$ cat config.mk
export PLATFORM = sky130hd
export DESIGN_NAME = md5_block_compression_top
export DESIGN_NICKNAME = d
export VERILOG_FILES = /design/src/sv/md5c_pkg.sv /design/src/sv/md5_block_compression_top.sv
export SDC_FILE = /design/constraint.sdc
export NUM_CORES = 2
export LEC_CHECK = 0
export BUFFER_PORTS_ARGS = -buffer_cell sky130_fd_sc_hd__buf_4
export CAP_MARGIN = 40
export CELL_PAD_IN_SITES_DETAIL_PLACEMENT = 0
export CELL_PAD_IN_SITES_GLOBAL_PLACEMENT = 1
export CORE_MARGIN = 2
export CORE_UTILIZATION = 40
export DETAILED_ROUTE_END_ITERATION = 8
export PLACE_DENSITY_LB_ADDON = 0.2
export SYNTH_ARGS = -nofsm -noshare
export SYNTH_HDL_FRONTEND = slang
export SYNTH_SLANG_ARGS = --single-unit
export TNS_END_PERCENT = 50
$ cat constraint.sdc
create_clock -name clock -period 13.1 [get_ports clock]
set_input_delay 1.965 -clock clock [delete_from_list [all_inputs] [get_ports clock]]
set_output_delay 1.965 -clock clock [all_outputs]
set_load 0.1 [all_outputs]
$ cat src/sv/md5c_pkg.sv
package md5c_pkg;

   localparam int WordWidth = 32;
   localparam int NumWords = 16;
   localparam int NumRounds = 64;

   localparam logic [WordWidth-1:0] IvA = 32'h67452301;
   localparam logic [WordWidth-1:0] IvB = 32'hefcdab89;
   localparam logic [WordWidth-1:0] IvC = 32'h98badcfe;
   localparam logic [WordWidth-1:0] IvD = 32'h10325476;

   // tuser codes on the request channel
   localparam logic CmdWord = 1'b0;
   localparam logic CmdRestart = 1'b1;

   typedef enum logic [1:0] {
      ST_IDLE,
      ST_ROUND,
      ST_FINAL
   } md5c_state_type;

   function automatic logic [31:0] md5c_sine(input logic [5:0] idx);
      logic [31:0] k;
      case (idx)
         6'd0: k = 32'hd76aa478;   6'd1: k = 32'he8c7b756;
         6'd2: k = 32'h242070db;   6'd3: k = 32'hc1bdceee;
         6'd4: k = 32'hf57c0faf;   6'd5: k = 32'h4787c62a;
         6'd6: k = 32'ha8304613;   6'd7: k = 32'hfd469501;
         6'd8: k = 32'h698098d8;   6'd9: k = 32'h8b44f7af;
         6'd10: k = 32'hffff5bb1;  6'd11: k = 32'h895cd7be;
         6'd12: k = 32'h6b901122;  6'd13: k = 32'hfd987193;
         6'd14: k = 32'ha679438e;  6'd15: k = 32'h49b40821;
         6'd16: k = 32'hf61e2562;  6'd17: k = 32'hc040b340;
         6'd18: k = 32'h265e5a51;  6'd19: k = 32'he9b6c7aa;
         6'd20: k = 32'hd62f105d;  6'd21: k = 32'h02441453;
         6'd22: k = 32'hd8a1e681;  6'd23: k = 32'he7d3fbc8;
         6'd24: k = 32'h21e1cde6;  6'd25: k = 32'hc33707d6;
         6'd26: k = 32'hf4d50d87;  6'd27: k = 32'h455a14ed;
         6'd28: k = 32'ha9e3e905;  6'd29: k = 32'hfcefa3f8;
         6'd30: k = 32'h676f02d9;  6'd31: k = 32'h8d2a4c8a;
         6'd32: k = 32'hfffa3942;  6'd33: k = 32'h8771f681;
         6'd34: k = 32'h6d9d6122;  6'd35: k = 32'hfde5380c;
         6'd36: k = 32'ha4beea44;  6'd37: k = 32'h4bdecfa9;
         6'd38: k = 32'hf6bb4b60;  6'd39: k = 32'hbebfbc70;
         6'd40: k = 32'h289b7ec6;  6'd41: k = 32'heaa127fa;
         6'd42: k = 32'hd4ef3085;  6'd43: k = 32'h04881d05;
         6'd44: k = 32'hd9d4d039;  6'd45: k = 32'he6db99e5;
         6'd46: k = 32'h1fa27cf8;  6'd47: k = 32'hc4ac5665;
         6'd48: k = 32'hf4292244;  6'd49: k = 32'h432aff97;
         6'd50: k = 32'hab9423a7;  6'd51: k = 32'hfc93a039;
         6'd52: k = 32'h655b59c3;  6'd53: k = 32'h8f0ccc92;
         6'd54: k = 32'hffeff47d;  6'd55: k = 32'h85845dd1;
         6'd56: k = 32'h6fa87e4f;  6'd57: k = 32'hfe2ce6e0;
         6'd58: k = 32'ha3014314;  6'd59: k = 32'h4e0811a1;
         6'd60: k = 32'hf7537e82;  6'd61: k = 32'hbd3af235;
         6'd62: k = 32'h2ad7d2bb;  6'd63: k = 32'heb86d391;
         default: k = 32'h0;
      endcase
      return k;
   endfunction

   // index is {round group, round mod 4}
   function automatic logic [4:0] md5c_shift(input logic [3:0] idx);
      logic [4:0] s;
      case (idx)
         4'd0: s = 5'd7;    4'd1: s = 5'd12;   4'd2: s = 5'd17;   4'd3: s = 5'd22;
         4'd4: s = 5'd5;    4'd5: s = 5'd9;    4'd6: s = 5'd14;   4'd7: s = 5'd20;
         4'd8: s = 5'd4;    4'd9: s = 5'd11;   4'd10: s = 5'd16;  4'd11: s = 5'd23;
         4'd12: s = 5'd6;   4'd13: s = 5'd10;  4'd14: s = 5'd15;  4'd15: s = 5'd21;
         default: s = 5'd0;
      endcase
      return s;
   endfunction

   // message word index for a round; the round group picks the formula, worked mod 16 on the low four bits
   function automatic logic [3:0] md5c_word_index(input logic [5:0] rnd);
      logic [3:0] r;
      logic [3:0] g;
      r = rnd[3:0];
      case (rnd[5:4])
         2'd0: g = r;
         2'd1: g = 4'(r * 4'd5 + 4'd1);
         2'd2: g = 4'(r * 4'd3 + 4'd5);
         default: g = 4'(r * 4'd7);
      endcase
      return g;
   endfunction

   function automatic logic [31:0] md5c_mix(input logic [1:0] grp, input logic [31:0] b,
                                            input logic [31:0] c, input logic [31:0] d);
      logic [31:0] f;
      case (grp)
         2'd0: f = (b & c) | (~b & d);
         2'd1: f = (d & b) | (~d & c);
         2'd2: f = b ^ c ^ d;
         default: f = c ^ (b | ~d);
      endcase
      return f;
   endfunction

endpackage

$ cat src/sv/md5_block_compression_top.sv
// Words 1..15 of a block and restart commands are taken in the idle state.
// The 16th word starts the 64 rounds on one shared round unit, then a final step folds
// the working words into the chaining value and registers the digest.
// Requests are not accepted while the round loop runs, so the round loop sets the rate.
// Synchronous active-high reset loads the MD5 initial value and clears the word count.
module md5_block_compression_top
   import md5c_pkg::*;
(
   input  logic          clock,
   input  logic          reset,
   input  logic          req_tvalid,
   output logic          req_tready,
   input  logic [31:0]   req_tdata,   // [31:0] message_word
   input  logic          req_tuser,   // [0] command
   output logic          rsp_tvalid,
   input  logic          rsp_tready,
   output logic [127:0]  rsp_tdata    // [31:0] digest_a, [63:32] digest_b,
                                      // [95:64] digest_c, [127:96] digest_d
);

   md5c_state_type state_ff, state_in;
   logic [3:0]     word_count_ff, word_count_in;
   logic [5:0]     round_ff, round_in;
   logic [31:0]    chain_ff [4];
   logic [31:0]    chain_in [4];
   logic [31:0]    work_ff [4];
   logic [31:0]    work_in [4];
   logic [31:0]    block_words_ff [NumWords];
   logic           rsp_valid_ff, rsp_valid_in;
   logic [127:0]   rsp_data_ff, rsp_data_in;

   logic           req_xfer;
   logic           word_we;
   logic [31:0]    mix;
   logic [31:0]    msg;
   logic [31:0]    sum;
   logic [63:0]    rot_wide;
   logic [31:0]    new_b;

   // round unit
   always_comb begin
      mix = md5c_mix(round_ff[5:4], work_ff[1], work_ff[2], work_ff[3]);
      msg = block_words_ff[md5c_word_index(round_ff)];
      sum = mix + work_ff[0] + md5c_sine(round_ff) + msg;
      rot_wide = {sum, sum} << md5c_shift({round_ff[5:4], round_ff[1:0]});
      new_b = work_ff[1] + rot_wide[63:32];
   end

   assign req_xfer = req_tvalid && req_tready;
   assign word_we = req_xfer && (req_tuser == CmdWord);

   always_comb begin
      state_in = state_ff;
      word_count_in = word_count_ff;
      round_in = round_ff;
      chain_in = chain_ff;
      work_in = work_ff;
      rsp_valid_in = rsp_valid_ff;
      rsp_data_in = rsp_data_ff;
      // hold off the last word of a block while the previous digest still waits
      req_tready = (state_ff == ST_IDLE) && !(rsp_valid_ff && (word_count_ff == 4'd15));

      if (rsp_valid_ff && rsp_tready) begin
         rsp_valid_in = 1'b0;
      end

      unique case (state_ff)
         ST_IDLE: begin
            if (req_xfer) begin
               if (req_tuser == CmdRestart) begin
                  chain_in[0] = IvA;
                  chain_in[1] = IvB;
                  chain_in[2] = IvC;
                  chain_in[3] = IvD;
                  word_count_in = 4'd0;
               end else begin
                  word_count_in = word_count_ff + 4'd1;
                  if (word_count_ff == 4'd15) begin
                     work_in = chain_ff;
                     round_in = 6'd0;
                     state_in = ST_ROUND;
                  end
               end
            end
         end
         ST_ROUND: begin
            work_in[0] = work_ff[3];
            work_in[1] = new_b;
            work_in[2] = work_ff[1];
            work_in[3] = work_ff[2];
            round_in = round_ff + 6'd1;
            if (round_ff == 6'(NumRounds - 1)) begin
               state_in = ST_FINAL;
            end
         end
         ST_FINAL: begin
            for (int i = 0; i < 4; i++) begin
               chain_in[i] = chain_ff[i] + work_ff[i];
            end
            rsp_data_in = {chain_in[3], chain_in[2], chain_in[1], chain_in[0]};
            rsp_valid_in = 1'b1;
            state_in = ST_IDLE;
         end
         default: begin
            state_in = ST_IDLE;
         end
      endcase
   end

   always_ff @(posedge clock) begin
      if (reset) begin
         state_ff <= ST_IDLE;
         word_count_ff <= 4'd0;
         round_ff <= 6'd0;
         rsp_valid_ff <= 1'b0;
         chain_ff[0] <= IvA;
         chain_ff[1] <= IvB;
         chain_ff[2] <= IvC;
         chain_ff[3] <= IvD;
      end else begin
         state_ff <= state_in;
         word_count_ff <= word_count_in;
         round_ff <= round_in;
         rsp_valid_ff <= rsp_valid_in;
         chain_ff <= chain_in;
      end
   end

   always_ff @(posedge clock) begin
      work_ff <= work_in;
      rsp_data_ff <= rsp_data_in;
      if (word_we) begin
         block_words_ff[word_count_ff] <= req_tdata;
      end
   end

   assign rsp_tvalid = rsp_valid_ff;
   assign rsp_tdata = rsp_data_ff;

   a_rsp_from_final: assert property (@(posedge clock) disable iff (reset)
      $rose(rsp_tvalid) |-> $past(state_ff == ST_FINAL))
      else $error("digest raised outside the final step");

   a_round_end: assert property (@(posedge clock) disable iff (reset)
      (state_ff == ST_ROUND && round_ff == 6'(NumRounds - 1)) |=> state_ff == ST_FINAL)
      else $error("round loop did not end after the last round");

   a_block_start: assert property (@(posedge clock) disable iff (reset)
      (req_xfer && req_tuser == CmdWord && word_count_ff == 4'd15)
      |=> (state_ff == ST_ROUND && round_ff == 6'd0 && word_count_ff == 4'd0))
      else $error("block did not start at round zero");

   a_no_overrun: assert property (@(posedge clock) disable iff (reset)
      (state_ff == ST_FINAL) |-> !rsp_valid_ff)
      else $error("digest overwritten before transfer");

endmodule
==> flow_summary.ini <==
[final_layout]
final_layout_size_suffix_gt1_share_pct = 9.87
final_area_sq_mm = 0.0610
final_cell_mix = 768 x edfxtp_1, 589 x nand2_1, 452 x a21oi_1, 302 x nor2_1, 256 x a211oi_1
nFillCells = 12623
fin_nets = 5607
area_growth_pct = 12.8
final_common_cell = edfxtp_1

[clock_tree]
clk_latency_ns = 0.76
cts_setup_buffers = 0
hold_buffers = 0
cts_buffers = 105
cts.sinks = 946
cts_resized = 0
cts_tree = done
h-tree-depth = 3
clkTransAtPathRegs_ns = 0.06
clk_path_buf_depth = 3
root_buffer = clkbuf_16

[timing]
slew_viol_final = 0
clock-skew-final_ns = 0.0637
tightest_slew_ns = 0.993
slew_headroom_pct = 33.8
max_freq_ghz = 0.0866
setup_ws_ns = 1.55
final_hold_viol_count = 0
setup_viol = 0
rsz0062_at_grt = false
fin_crit_sh_pct = 88.2
tns_ns = 0
fin_crit_ns = 11.55

[critical_path]
crit_start = round_ff[0]
crit_fanout = 66
required_ns = 13.55
cp.arrival_ns = 12.00
crit_slowest_cell = mux4_4
max_stage_delay_ns = 0.83
path_class = flop to flop
r2r_setup_slack_ns = 1.55
reg2reg_depth = 38
reg2reg_from = round_ff[0]
crit-reg2reg-capture = work_ff[95]
cp-start-kind = flop
cp-end-kind = flop
endpoint = work_ff[95]

[routing]
drtIter0Drc = 4050
num_vias = 41681
vias_per_cell = 5.83
ant_nets = 0
drt_wl_total_um = 180000
drc = 0
dr.pass1.iters = 6
wire_per_inst_um = 25.1

[placement]
place_area_sq_mm = 0.0574
dp_slack_ns = 1.72
dpl.hpwl_um = 123000
gp_congestion = 0.971
io_buffer_count = 166

[global_routing]
antenna_found_initial = 5
first_global_vias = 39284
grt_usage_pct = 25.6
grt_pass1_wl_um = 263000
grt_max_degree = 143
grt-ovfl-total = 0

[power]
p_total_mw = 6.77
leakage_nw = 23.4
cellPowerDensity_mw_per_mm2 = 111
peakVddDrop_mv = 0.122

[logic_synthesis]
synth-compound-area-share_pct = 18.7
synth_mux_area_share_pct = 4.79
netlist_area_sq_mm = 0.0540
netlist_instances = 5234
synth.yosys.seq_area_share_pct = 49.3
synth_top_family_by_area = compound AO/OA/AOI/OAI gates
synth_enable_flop_cells = 768
ys_async_sr_fraction_pct = 0
synthAdderAreaFrac_pct = 7.53
synthSimpleGateAreaFrac_pct = 12.3
synth.ff_latch_count = 946
synth_cell_types = 91
ys.flop_type = edfxtp_1
syn-num-nets = 5554
synth_warnings = 0
synth-xor-area-share_pct = 3.43
synth.avg_cell_area_sq_um = 10.3

[die]
core_sq_mm = 0.134
die_height_um = 372
die-width_um = 372
rows = 134
start_util_pct = 40.4
boundaryPins = 167
die_area_sq_mm = 0.138

[run_status]
status = complete, no violations

[worst_hold_path]
hold_class = flop to flop

[job]
drv_cap = 0
## logic make-up (layout without fill, tap and decap cells)
group	after synthesis	count (layout)
AO/OA/AOI/OAI	1561	1561
AND/OR/NAND/NOR	1445	1445
flip-flops	946	946
buffers and inverters	565	709
adder cells (fa/ha/maj)	284	284
multiplexers	223	223
XOR/XNOR	210	210
other	0	2
## layer usage
| layer | wire length [um] | global-route usage [%] |
|---|---|---|
| met1 | 79400 | 34.8 |
| met2 | 83400 | 41.5 |
| met4 | 7530 | 9.75 |
| met5 | 16 | 0 |
| met3 | 9400 | 3.47 |
## state kept, by name, summed over array words and instances (netlist names), named ones only
signal and count:
block_words_ff 512, state_ff 2, work_ff 128, rsp_tdata 128, chain_ff 128, rsp_tvalid 1
round_ff 6, word_count_ff 4
## worst max-delay path: cells and delay by family, from the launching register on
family	cells	cell delay, ns
xor gates and xnor gates	1	0.30
adders and majority gates	6	2.68
buffers and inverters	7	1.13
DFF	1	0.57
and+or+nand+nor	3	0.49
AOI/OAI and AO/OA	16	4.03
muxes	5	1.99
## final cells by class
cell class / count / area (sq um) / share of cell area, %
flip-flops and latches: 946 / 26600 / 43.7
multi-input cells: 3723 / 25500 / 41.8
clock buffers: 145 / 2890 / 4.74
well taps: 1768 / 2210 / 3.63
repair buffers: 268 / 2190 / 3.59
inverters: 243 / 925 / 1.52
clock inverters: 53 / 644 / 1.06
diodes: 2 / 5.00 / 0.00821
## stage by stage
stage / std cells / hold slack [ns] / utilization, %
after CTS: 7145 / 0.498 / 45.6
after global routing: 7146 / 0.524 / 45.6
after floorplan: 5234 / 0.454 / -
after detailed placement: 6947 / 0.481 / 42.9
after global placement: 6933 / 0.476 / 42.8
final: 7148 / 0.500 / 45.6
## cells in the mapped netlist (all sizes together) (12+ instances only)
master	number	area [sq um]
a211oi	258	1940
a21o	91	683
a21oi	453	2270
a22o	19	166
a22oi	54	405
a31oi	73	463
and2	138	863
and3	21	131
buf	57	248
clkbuf	265	996
dfxtp	178	3560
edfxtp	768	23100
fa	69	1380
ha	214	2680
inv	241	905
mux2	15	169
mux2i	182	1830
mux4	26	586
nand2	589	2210
nand2b	78	488
nand3	43	215
nand4	22	138
nor2	316	1190
nor2b	23	144
nor3	121	616
nor3b	37	278
o2111ai	12	111
o211ai	37	278
o21a	34	255
o21ai	257	1290
o21bai	19	143
o221ai	19	166
o22a	20	175
o22ai	69	432
o311ai	13	114
o31ai	19	148
or2	16	100
or3	14	87.6
xnor2	120	1050
xor2	89	780
## where the power goes
part / switching (mW) / internal [mW]
combinational: 0.326 / 0.193
clock: 1.27 / 1.73
sequential: 0.00182 / 3.24
## worst min-delay path by stage
stage | depth (start not counted) | to | startpoint | slack, ns
2_1_floorplan | 2 | chain_ff[58] | chain_ff[58] | 0.45
3_3_place_gp | 2 | chain_ff[58] | chain_ff[58] | 0.48
3_5_place_dp | 2 | chain_ff[58] | chain_ff[58] | 0.48
4_1_cts | 2 | chain_ff[58] | chain_ff[58] | 0.50
5_1_grt | 2 | chain_ff[58] | chain_ff[58] | 0.52
6_report | 2 | chain_ff[58] | chain_ff[58] | 0.50
(Power assumes the default switching activity.)
